==> src/hw/rtl/dmc_pkg.sv <==
`default_nettype none

package dmc_pkg;

  localparam int unsigned TickW = 8;
  localparam int unsigned CfgIndexW = 2;
  localparam int unsigned CfgDataW = 8;

  localparam logic [TickW-1:0] TickMax = '1;

  // Register indexes on the configuration port
  typedef enum logic [CfgIndexW-1:0] {
    REG_STUCK_CHECK    = 2'd0,
    REG_TRAVEL_TIMEOUT = 2'd1,
    REG_PAUSE_TIMEOUT  = 2'd2
  } reg_index_t;

  localparam logic [CfgDataW-1:0] StuckCheckReset    = 8'd7;
  localparam logic [CfgDataW-1:0] TravelTimeoutReset = 8'd25;
  localparam logic [CfgDataW-1:0] PauseTimeoutReset  = 8'd80;

  typedef enum logic [3:0] {
    MODE_CLOSED      = 4'd0,
    MODE_OPENING     = 4'd1,
    MODE_OPEN        = 4'd2,
    MODE_CLOSING     = 4'd3,
    MODE_PAUSE_OPEN  = 4'd4,
    MODE_PAUSE_CLOSE = 4'd5,
    MODE_STOPPED     = 4'd6,
    MODE_ERROR       = 4'd7,
    MODE_START       = 4'd8
  } mode_t;

  typedef enum logic [2:0] {
    STAT_CLOSED  = 3'd0,
    STAT_OPENING = 3'd1,
    STAT_OPEN    = 3'd2,
    STAT_CLOSING = 3'd3,
    STAT_STOPPED = 3'd4,
    STAT_ERROR   = 3'd5
  } status_t;

  typedef struct packed {
    logic [TickW-1:0] stuck_check_ticks;
    logic [TickW-1:0] travel_timeout_ticks;
    logic [TickW-1:0] pause_timeout_ticks;
  } cfg_t;

  typedef struct packed {
    mode_t            mode;
    logic [TickW-1:0] tick_count;
    logic             green_lamp;
    logic             red_lamp;
    logic             button_prev;
  } ctrl_state_t;

  typedef struct packed {
    logic button_level;
    logic closed_sensor;
    logic open_sensor;
    logic tick;
    logic status_query;
  } sample_t;

  typedef struct packed {
    logic    motor_run;
    logic    green_led;
    logic    red_led;
    mode_t   door_state;
    logic    status_valid;
    status_t status_code;
  } result_t;

endpackage

`default_nettype wire

==> src/hw/rtl/dmc_in_if.sv <==
`default_nettype none

interface dmc_in_if;
  logic valid;
  logic ready;
  logic button_level;
  logic closed_sensor;
  logic open_sensor;
  logic tick;
  logic status_query;

  modport source (
    output valid, button_level, closed_sensor, open_sensor, tick, status_query,
    input  ready
  );

  modport sink (
    input  valid, button_level, closed_sensor, open_sensor, tick, status_query,
    output ready
  );
endinterface

`default_nettype wire

==> src/hw/rtl/dmc_out_if.sv <==
`default_nettype none

interface dmc_out_if;
  logic       valid;
  logic       ready;
  logic       motor_run;
  logic       green_led;
  logic       red_led;
  logic [3:0] door_state;
  logic       status_valid;
  logic [2:0] status_code;

  modport source (
    output valid, motor_run, green_led, red_led, door_state, status_valid, status_code,
    input  ready
  );

  modport sink (
    input  valid, motor_run, green_led, red_led, door_state, status_valid, status_code,
    output ready
  );
endinterface

`default_nettype wire

==> src/hw/rtl/door_motor_controller.sv <==
// Channel   Dir  Handshake      Word
// sample    in   valid/ready    button_level, closed_sensor, open_sensor, tick, status_query
// result    out  valid/ready    motor_run, green_led, red_led, door_state,
//                               status_valid, status_code
// cfg       in   cfg_we         cfg_index (0 stuck, 1 travel, 2 pause), cfg_data
//
// One word per clock while the result side is not stalled. A sample is captured
// in the input register, then one pass of the step logic updates the door state
// and loads the result register once that register is free to take it.
// The door state register feeds straight back into the step logic, so
// back-to-back samples see each other's updates.
// Reset (rst, synchronous) puts the door in start mode with cleared counters and
// restores the timeout registers. A stalled result holds both stages; the input
// takes a new word whenever the input register is empty or moving on.

`default_nettype none

module door_motor_controller (
  input  wire logic                           clk,
  input  wire logic                           rst,
  dmc_in_if.sink                              sample,
  dmc_out_if.source                           result,
  input  wire logic                           cfg_we,
  input  wire logic [dmc_pkg::CfgIndexW-1:0]  cfg_index,
  input  wire logic [dmc_pkg::CfgDataW-1:0]   cfg_data
);
  import dmc_pkg::*;

  cfg_t        cfg;
  ctrl_state_t state;
  ctrl_state_t state_next;
  result_t     step_res;

  // Input register
  logic    in_valid;
  sample_t in_word;

  // Result register
  logic    out_valid;
  result_t out_word;

  logic out_free;
  logic advance;

  assign out_free = ~out_valid | result.ready;
  assign advance  = in_valid & out_free;

  assign sample.ready = ~in_valid | out_free;

  // Configuration writes; an index past the list is dropped
  always_ff @(posedge clk) begin
    if (rst) begin
      cfg.stuck_check_ticks    <= StuckCheckReset;
      cfg.travel_timeout_ticks <= TravelTimeoutReset;
      cfg.pause_timeout_ticks  <= PauseTimeoutReset;
    end else if (cfg_we) begin
      case (reg_index_t'(cfg_index))
        REG_STUCK_CHECK:    cfg.stuck_check_ticks    <= cfg_data;
        REG_TRAVEL_TIMEOUT: cfg.travel_timeout_ticks <= cfg_data;
        REG_PAUSE_TIMEOUT:  cfg.pause_timeout_ticks  <= cfg_data;
        default: ;
      endcase
    end
  end

  // Capture the sample word
  always_ff @(posedge clk) begin
    if (rst) begin
      in_valid <= 1'b0;
    end else if (sample.ready) begin
      in_valid <= sample.valid;
    end
  end

  always_ff @(posedge clk) begin
    if (sample.ready && sample.valid) begin
      in_word.button_level  <= sample.button_level;
      in_word.closed_sensor <= sample.closed_sensor;
      in_word.open_sensor   <= sample.open_sensor;
      in_word.tick          <= sample.tick;
      in_word.status_query  <= sample.status_query;
    end
  end

  dmc_step u_step (
    .cfg (cfg),
    .cur (state),
    .smp (in_word),
    .nxt (state_next),
    .res (step_res)
  );

  // Door state advances only when the word moves into the result register
  always_ff @(posedge clk) begin
    if (rst) begin
      state.mode        <= MODE_START;
      state.tick_count  <= '0;
      state.green_lamp  <= 1'b0;
      state.red_lamp    <= 1'b0;
      state.button_prev <= 1'b1;
    end else if (advance) begin
      state <= state_next;
    end
  end

  always_ff @(posedge clk) begin
    if (rst) begin
      out_valid <= 1'b0;
    end else if (out_free) begin
      out_valid <= in_valid;
    end
  end

  always_ff @(posedge clk) begin
    if (advance) begin
      out_word <= step_res;
    end
  end

  assign result.valid        = out_valid;
  assign result.motor_run    = out_word.motor_run;
  assign result.green_led    = out_word.green_led;
  assign result.red_led      = out_word.red_led;
  assign result.door_state   = out_word.door_state;
  assign result.status_valid = out_word.status_valid;
  assign result.status_code  = out_word.status_code;

endmodule

`default_nettype wire

==> src/hw/rtl/dmc_step.sv <==
`default_nettype none

module dmc_step (
  input  dmc_pkg::cfg_t        cfg,
  input  dmc_pkg::ctrl_state_t cur,
  input  dmc_pkg::sample_t     smp,
  output dmc_pkg::ctrl_state_t nxt,
  output dmc_pkg::result_t     res
);
  import dmc_pkg::*;

  logic             press;
  logic             closed_act;
  logic             open_act;
  logic [TickW-1:0] cnt;
  logic             go;
  mode_t            target;
  logic             status_valid;
  status_t          status_code;

  assign press      = cur.button_prev & ~smp.button_level;
  assign closed_act = ~smp.closed_sensor;
  assign open_act   = ~smp.open_sensor;

  // Status reply reflects the mode held on arrival
  always_comb begin
    status_valid = smp.status_query;
    status_code  = STAT_CLOSED;
    case (cur.mode)
      MODE_CLOSED:      status_code = STAT_CLOSED;
      MODE_OPENING:     status_code = STAT_OPENING;
      MODE_OPEN:        status_code = STAT_OPEN;
      MODE_CLOSING:     status_code = STAT_CLOSING;
      MODE_PAUSE_OPEN:  status_code = STAT_STOPPED;
      MODE_PAUSE_CLOSE: status_code = STAT_STOPPED;
      MODE_STOPPED:     status_code = STAT_STOPPED;
      MODE_ERROR:       status_code = STAT_ERROR;
      default:          status_valid = 1'b0;
    endcase
  end

  // Transition rule, judged on the tick count after this sample's tick
  always_comb begin
    cnt = cur.tick_count;
    if (smp.tick && (cur.tick_count != TickMax)) begin
      cnt = cur.tick_count + TickW'(1);
    end
    go     = 1'b0;
    target = MODE_START;
    case (cur.mode)
      MODE_CLOSED: begin
        go     = press;
        target = MODE_OPENING;
      end
      MODE_OPENING: begin
        go = 1'b1;
        if (press) begin
          target = MODE_PAUSE_OPEN;
        end else if (open_act) begin
          target = MODE_OPEN;
        end else if (cnt >= cfg.travel_timeout_ticks) begin
          target = MODE_ERROR;
        end else if ((cnt > cfg.stuck_check_ticks) && closed_act) begin
          target = MODE_ERROR;
        end else begin
          go = 1'b0;
        end
      end
      MODE_OPEN: begin
        go     = press || (cnt >= cfg.pause_timeout_ticks);
        target = MODE_CLOSING;
      end
      MODE_CLOSING: begin
        go = 1'b1;
        if (press) begin
          target = MODE_PAUSE_CLOSE;
        end else if (closed_act) begin
          target = MODE_CLOSED;
        end else if (cnt >= cfg.travel_timeout_ticks) begin
          target = MODE_ERROR;
        end else if ((cnt > cfg.stuck_check_ticks) && open_act) begin
          target = MODE_ERROR;
        end else begin
          go = 1'b0;
        end
      end
      MODE_PAUSE_OPEN: begin
        go     = press || (cnt >= cfg.pause_timeout_ticks);
        target = press ? MODE_STOPPED : MODE_CLOSING;
      end
      MODE_PAUSE_CLOSE: begin
        go     = press || (cnt >= cfg.pause_timeout_ticks);
        target = press ? MODE_STOPPED : MODE_OPENING;
      end
      MODE_STOPPED: begin
        go     = press;
        target = MODE_CLOSING;
      end
      MODE_ERROR: begin
        go     = press;
        target = MODE_START;
      end
      default: begin
        go = 1'b1;
        if (closed_act) begin
          target = MODE_CLOSED;
        end else if (open_act) begin
          target = MODE_OPEN;
        end else begin
          target = MODE_STOPPED;
        end
      end
    endcase
  end

  always_comb begin
    nxt             = cur;
    nxt.button_prev = smp.button_level;
    nxt.tick_count  = cnt;
    // Blink on tick for the mode held on arrival
    if (smp.tick) begin
      case (cur.mode)
        MODE_OPENING: nxt.red_lamp = ~cur.red_lamp;
        MODE_CLOSING: nxt.green_lamp = ~cur.green_lamp;
        MODE_PAUSE_OPEN, MODE_PAUSE_CLOSE: begin
          nxt.red_lamp   = ~cur.red_lamp;
          nxt.green_lamp = ~cur.green_lamp;
        end
        default: ;
      endcase
    end
    if (go) begin
      nxt.mode       = target;
      nxt.tick_count = '0;
      case (target)
        MODE_CLOSED:      {nxt.green_lamp, nxt.red_lamp} = 2'b10;
        MODE_OPENING:     {nxt.green_lamp, nxt.red_lamp} = 2'b10;
        MODE_OPEN:        {nxt.green_lamp, nxt.red_lamp} = 2'b01;
        MODE_CLOSING:     {nxt.green_lamp, nxt.red_lamp} = 2'b01;
        MODE_PAUSE_OPEN:  {nxt.green_lamp, nxt.red_lamp} = 2'b01;
        MODE_PAUSE_CLOSE: {nxt.green_lamp, nxt.red_lamp} = 2'b11;
        MODE_STOPPED:     {nxt.green_lamp, nxt.red_lamp} = 2'b00;
        MODE_ERROR:       {nxt.green_lamp, nxt.red_lamp} = 2'b11;
        default: ;  // start keeps the lamps
      endcase
    end
  end

  always_comb begin
    res.motor_run    = (nxt.mode == MODE_OPENING) || (nxt.mode == MODE_CLOSING);
    res.green_led    = nxt.green_lamp;
    res.red_led      = nxt.red_lamp;
    res.door_state   = nxt.mode;
    res.status_valid = status_valid;
    res.status_code  = status_valid ? status_code : STAT_CLOSED;
  end

endmodule

`default_nettype wire

==> src/flat_wrapper.sv <==
// flat-port wrapper written by rule: the top's interface ports become plain ports
module door_motor_controller_flat import dmc_pkg::*;
  (clk, rst, cfg_we, cfg_index, cfg_data, sample_valid, sample_button_level, sample_closed_sensor, sample_open_sensor, sample_tick, sample_status_query, sample_ready, result_valid, result_motor_run, result_green_led, result_red_led, result_door_state, result_status_valid, result_status_code, result_ready);
  dmc_in_if sample_i ();
  dmc_out_if result_i ();
  input  wire logic clk;
  input  wire logic rst;
  input  wire logic cfg_we;
  input  wire logic [dmc_pkg::CfgIndexW-1:0] cfg_index;
  input  wire logic [dmc_pkg::CfgDataW-1:0] cfg_data;
  input wire logic [$bits(sample_i.valid)-1:0] sample_valid;
  input wire logic [$bits(sample_i.button_level)-1:0] sample_button_level;
  input wire logic [$bits(sample_i.closed_sensor)-1:0] sample_closed_sensor;
  input wire logic [$bits(sample_i.open_sensor)-1:0] sample_open_sensor;
  input wire logic [$bits(sample_i.tick)-1:0] sample_tick;
  input wire logic [$bits(sample_i.status_query)-1:0] sample_status_query;
  output wire logic [$bits(sample_i.ready)-1:0] sample_ready;
  output wire logic [$bits(result_i.valid)-1:0] result_valid;
  output wire logic [$bits(result_i.motor_run)-1:0] result_motor_run;
  output wire logic [$bits(result_i.green_led)-1:0] result_green_led;
  output wire logic [$bits(result_i.red_led)-1:0] result_red_led;
  output wire logic [$bits(result_i.door_state)-1:0] result_door_state;
  output wire logic [$bits(result_i.status_valid)-1:0] result_status_valid;
  output wire logic [$bits(result_i.status_code)-1:0] result_status_code;
  input wire logic [$bits(result_i.ready)-1:0] result_ready;
  assign sample_i.valid = sample_valid;
  assign sample_i.button_level = sample_button_level;
  assign sample_i.closed_sensor = sample_closed_sensor;
  assign sample_i.open_sensor = sample_open_sensor;
  assign sample_i.tick = sample_tick;
  assign sample_i.status_query = sample_status_query;
  assign sample_ready = sample_i.ready;
  assign result_valid = result_i.valid;
  assign result_motor_run = result_i.motor_run;
  assign result_green_led = result_i.green_led;
  assign result_red_led = result_i.red_led;
  assign result_door_state = result_i.door_state;
  assign result_status_valid = result_i.status_valid;
  assign result_status_code = result_i.status_code;
  assign result_i.ready = result_ready;
  door_motor_controller u_core (.clk(clk), .rst(rst), .sample(sample_i), .result(result_i), .cfg_we(cfg_we), .cfg_index(cfg_index), .cfg_data(cfg_data));
endmodule
==> config.mk <==
export PLATFORM = sky130hd
export DESIGN_NAME = door_motor_controller_flat
export DESIGN_NICKNAME = d
export VERILOG_FILES = /design/src/hw/rtl/dmc_pkg.sv /design/src/hw/rtl/dmc_in_if.sv /design/src/hw/rtl/dmc_out_if.sv /design/src/hw/rtl/door_motor_controller.sv /design/src/hw/rtl/dmc_step.sv /design/src/flat_wrapper.sv
export SDC_FILE = /design/constraint.sdc
export NUM_CORES = 1
export LEC_CHECK = 0
export BUFFER_PORTS_ARGS = -buffer_cell sky130_fd_sc_hd__buf_2
export CAP_MARGIN = 25
export CORE_ASPECT_RATIO = 1.75
export CORE_UTILIZATION = 55
export CTS_CLUSTER_SIZE = 14
export DETAILED_ROUTE_END_ITERATION = 8
export GPL_TIMING_DRIVEN = 0
export PLACE_DENSITY = 0.75
export SYNTH_ARGS = -nofsm -noshare
export SYNTH_HDL_FRONTEND = slang
export SYNTH_SLANG_ARGS = --single-unit
==> constraint.sdc <==
create_clock -name clk -period 11.88 [get_ports clk]
set_input_delay 1.188 -clock clk [delete_from_list [all_inputs] [get_ports clk]]
set_output_delay 1.188 -clock clk [all_outputs]
set_load 0.005 [all_outputs]
=== Word level (Yosys, flattened, before mapping) ===
Index checks and enable logic that the tools add are counted.

* Flip-flop bits (word level): 57
* Logic and storage cells: 107
* Output and inout port bits: 13
* Bits of input ports: 20

* $lt $le $gt $ge: 3
* $add $sub $neg: 1
* Mux-type cells: 30
* Reduce and logical (&&, ||, !) cells: 22
* Bitwise gates (word level): 11
* Equality and inequality tests: 19

{| class="wikitable"
|+ Operator list
! operator !! count
|-
| 4-bit by 3-bit == test with 1-bit output (second input constant) || 8
|-
| 4-bit two-way mux || 8
|-
| 4-bit case mux with 7 select lines || 1
|-
| 4-bit by 2-bit == test with 1-bit output (second input constant) || 5
|-
| 3-bit OR reduction || 6
|-
| 8-bit greater-or-equal comparator || 2
|-
| 3-bit case mux with 5 select lines || 1
|-
| 14-bit two-way mux || 1
|-
| 4-bit by 1-bit == test with 1-bit output (second input constant) || 3
|-
| 3-bit two-way mux || 4
|-
| 1-bit two-way mux || 11
|-
| 8-bit by 1-bit adder with 8-bit output (second input constant) || 1
|-
| 8-bit > comparator || 1
|-
| 4-bit logical NOT || 2
|-
| 8-bit two-way mux || 1
|-
| 8-bit != test (second input constant) || 1
|-
| 2-bit case mux with 4 select lines || 1
|-
| 8-bit OR reduction || 1
|-
| 1-bit inverter || 7
|-
| 2-bit AND reduction || 3
|-
| 2-bit OR reduction || 3
|-
| 1-bit logical AND || 4
|-
| 1-bit case mux with 4 select lines || 1
|-
| 1-bit bitwise AND || 2
|-
| other kinds (6) || 8
|}

=== Longest topological paths before layout ===
* Depth after elaboration: 16
* Depth in mapped cells: 19
* Depth with buffers taken out: 19

=== Cells and area by module ===
Synthesis repeated with hierarchy kept, for this count alone.

* Cell total of the unflattened synthesis: 386
* Area, all modules: 3554.7 µm²

{| class="wikitable"
|+ By module, submodules not included
! module !! cells an instance !! times used !! area each (µm²) !! sequential area each (µm²)
|-
| door_motor_controller || 186 || 1 || 2123.3 || 1301.2
|-
| dmc_step || 200 || 1 || 1431.4 || 0.0
|}

=== Least setup slack after synthesis ===
Ideal clock, no wire load.

* Path kind: register to register
* From: register u_core.state[3] in the netlist's numbering
* To: register u_core.out_word, in the netlist u_core.result.motor_run, data pin
* Cell stages (with the launch flop): 18
* Setup time: 255 ps
* Path buffers: 0
* Required time: 11625 ps
* Clock period less this slack: 4020 ps
* Slack: 7860 ps
* Data arrival time: 3765 ps
* Cells stage by stage: dfxtp_1 > ha_1 > nand4_2 > o21a_1 > nand4_1 > inv_1 > nand3_1 > nor2_1 > xor2_1 > ha_1 > and3_1 > o21a_1 > o21ai_0 > o21ai_0 > a2111oi_4 > a21boi_4 > mux2_2 > and2_1

{| class="wikitable"
|+ RTL lines
! what !! line !! source
|-
| start: declaration || door_motor_controller.sv:30 || <nowiki>ctrl_state_t state;</nowiki>
|-
| start signal: assignment || door_motor_controller.sv:102 || <nowiki>state <= state_next;</nowiki>
|-
| end signal: assignment || door_motor_controller.sv:116 || <nowiki>out_word <= step_res;</nowiki>
|-
| end: declaration || door_motor_controller.sv:40 || <nowiki>result_t out_word;</nowiki>
|}

==> impl_results.md <==
- Run status: completed
- Final nets: 455
- Initial antenna violation count: 0
- Clk pin slew, worst setup/hold paths: 0.06 ns
- Hold buffers post-CTS: 0
- Sink Count: 57
- Register area: 0.00130 mm²
- Worst skew pair latency: 0.34 ns
- Detailed Routing Iterations Pass 1: 4
- Avg Cell Area, Syn: 8.90 µm²
- Final Critical Period: 4.83 ns
- ANT cells: 0
- Worst Tran Pin Value: 1.06 ns
- Die area: 0.00631 mm²
- Worst slack, placed: 7.22 ns
- M3 GR Usage: 5.60%
- Worst endpoint required time: 11.98 ns
- Max-slew headroom: 29.5%
- RSZ-0062 raised after global routing: false
- Area of the multi-input gates: 0.00180 mm²
- CTS root buffer: clkbuf_8
- Final core utilization: 63.7%
- Drt wl/cell: 15.7 µm
- Resized cells post-CTS: 0
- Largest stage delay on the critical path: 0.56 ns
- Largest net degree at the start of global routing: 21
- Drt total wl: 7790 µm
- Hold Fails Final Rpt: 0
- Max_cap viols: 0
- Pwr per Cell Area: 115 mW/mm²
- Fillers: 517
- Initial DRC Count: 137
- Slowest stage cell, crit path: a2111oi_4
- Final setup violation count: 0
- Crit Path Class: flop to flop
- Seq/Total Area, Yosys: 39.5%
- Worst-path cell chain: ha_1 -> nand4_2 -> o21a_1 -> nand4_1 -> inv_1 -> nand3_1 -> nor2_1 -> xor2_1 -> ha_1 -> and3_1 -> o21a_1 -> o21ai_0 -> o21ai_0 -> a2111oi_4 -> a21boi_4 -> mux2_2 -> and2_1
- Synth warn: 0
- Syn nets: 412
- DR vias: 2832
- Clock skew: 0.00266 ns
- Netlist cell types: 61
- Number of I/O pins: 33
- Max Root-Sink Buffers: 2
- Ratio of cells with drive above 1 in the final layout: 14.1%
- Gate count of the mapped netlist: 370
- Grt met1 use: 27.6%
- DR vias/cell: 5.72
- VDD IR max: 0.0951 mV
- CTS tree: yes
- EDFF count, synth: 16
- Fmax: 207 MHz
- Starting Density: 56.5%
- Worst setup SP type: flop
- Total global-route track usage: 27.7%
- CTS buffer count: 9
- H-tree levels: 3
- Vias in the first global route: 2781
- Routability cong.: 0.919
- Crit Path Max Fanout: 8
- Layer with the highest usage: met2
- DPL Wire Length: 5900 µm
- Most used DFF post-synth: dfxtp_1
- Post-route ant nets: 0
- GR Util met2: 47.3%
- First-pass GRT wire length: 12800 µm
- DIE WIDTH: 60.5 µm
- Setup bufs post-CTS: 0
- Flops & latches, synth: 57
- Cell area after synthesis: 0.00329 mm²
- Die height: 104 µm
- Placeable Area: 0.00583 mm²
- Setup TNS: 0 ns
- Leak pwr: 1.61 nW
- Hold WC Path Type: flop to flop
- Layout overhead on the synthesized area: 12.9%
- Row count: 37
- PnR worst setup slack: 7.05 ns
- Fin crit share: 40.6%
- Fin. max-slew vios: 0
- I/O Buffers: 32
- Total grt overflow: 0
- Worst setup EP type: flop
- FF-to-FF setup slack: 7.05 ns
- Async set-reset flop share out of synthesis: 0%
- CP arrival: 4.93 ns
- Drt drc: 0
synthesized netlist by cell type (3+ instances only):
master | number | share of area, %
dfxtp_1 | 41 | 25
clkbuf_1 | 15 | 1.7
xor2_1 | 3 | 0.80
inv_1 | 31 | 3.5
mux2_2 | 4 | 1.4
a211o_1 | 4 | 1.1
o211ai_1 | 4 | 0.91
nand2_1 | 28 | 3.2
nand4_1 | 4 | 0.76
nand2b_1 | 7 | 1.3
mux2i_1 | 11 | 3.3
nor2_1 | 50 | 5.7
a21o_1 | 4 | 0.91
ha_1 | 22 | 8.4
o21a_1 | 5 | 1.1
nand3b_1 | 5 | 1.1
a21oi_1 | 21 | 3.2
nand3_1 | 13 | 2.0
xnor2_1 | 6 | 1.6
nor3_1 | 7 | 1.1
and2_1 | 4 | 0.76
nor2b_1 | 8 | 1.5
o31ai_1 | 3 | 0.68
edfxtp_1 | 16 | 15
o21ai_0 | 10 | 1.5
kinds of logic (layout without fill, tap and decap cells):
logic type	Yosys count	after routing	share of synthesized area, %
buf+inv	49	96	5.74
compound gates	80	80	18.7
simple gates	138	138	20.6
mux	15	15	4.71
fa+ha+maj	22	22	8.36
flops	57	57	39.5
xor+xnor	9	9	2.39
layer usage:
layer / wire length (µm) / vias up
li1: - / 1399
met1: 2800 / 1311
met2: 4260 / 87
met3: 337 / 35
met4: 391 / 0
met5: 0 / -
flip-flops by register name (all words and copies together) (netlist names):
| register | count |
|---|---|
| u_core.cfg | 24 |
| u_core.state | 15 |
| u_core.in_word | 5 |
| u_core.result.door_state | 4 |
| u_core.result.status_code | 3 |
| u_core.in_valid | 1 |
| u_core.result.green_led | 1 |
| u_core.result.motor_run | 1 |
| u_core.result.red_led | 1 |
| u_core.result.status_valid | 1 |
| u_core.result.valid | 1 |
report_power, final:
group	total (mW)	switching, mW	leakage, nW	internal [mW]
clock network	0.157	0.0705	0.0838	0.0862
registers	0.213	0.00428	0.488	0.209
logic	0.0558	0.0343	1.04	0.0214
final cells by class:
class	count	area share, %
clock buffer	15	4.48
multi-input combinational	264	48.5
buffer	18	1.95
tap	78	2.63
timing repair buffer	32	4.31
sequential	57	35.0
inverter	31	3.13
final timing paths:
kind	startpoint	end	cells after the start
setup / recovery	u_core.state[3]$_SDFFE_PP0P_	u_core.result.motor_run$_DFFE_PP_	17
hold / removal	u_core.state[0]$_SDFFE_PP1P_	u_core.state[0]$_SDFFE_PP1P_	2
setup reg to reg	u_core.state[3]$_SDFFE_PP0P_	u_core.result.motor_run$_DFFE_PP_	17
hold reg to reg	u_core.state[0]$_SDFFE_PP1P_	u_core.state[0]$_SDFFE_PP1P_	2
stage by stage:
stage / hold WS, ns / cell area (µm²) / total power, mW / instances
final: 0.480 / 3720 / 0.426 / 495
after global routing: 0.516 / 3720 / 0.443 / 495
after CTS: 0.484 / 3720 / 0.428 / 495
after detailed placement: 0.475 / 3550 / 0.272 / 480
after global placement: 0.464 / 3550 / 0.271 / 480
after floorplan: 0.455 / 3290 / 0.254 / 370
worst max-delay path: cells and delay by family, from the launching register on:
kind                       cells  cell delay (ns)
and+or+nand+nor                6             1.06
muxes                          1             0.39
xor gates and xnor gates       1             0.40
DFF                            1             0.37
buffers and inverters          1             0.14
AOI/OAI and AO/OA              6             1.65
adders and majority gates      2             0.58
placed cells by master (no fill, tap or decap), drive strengths merged, types with 3 or more instances in the layout:
master	n
nor2	50
dfxtp	41
buf	35
inv	31
clkbuf	30
nand2	28
ha	22
a21oi	21
edfxtp	16
nand3	13
mux2i	11
o21ai	10
nor2b	8
nand2b	7
nor3	7
xnor2	6
o21a	5
nand3b	5
nand4	5
o211ai	4
a21o	4
a211o	4
mux2	4
and2	4
a211oi	4
xor2	3
o31ai	3
nor3b	3
Note: power is estimated with default switching activity, not from simulation.
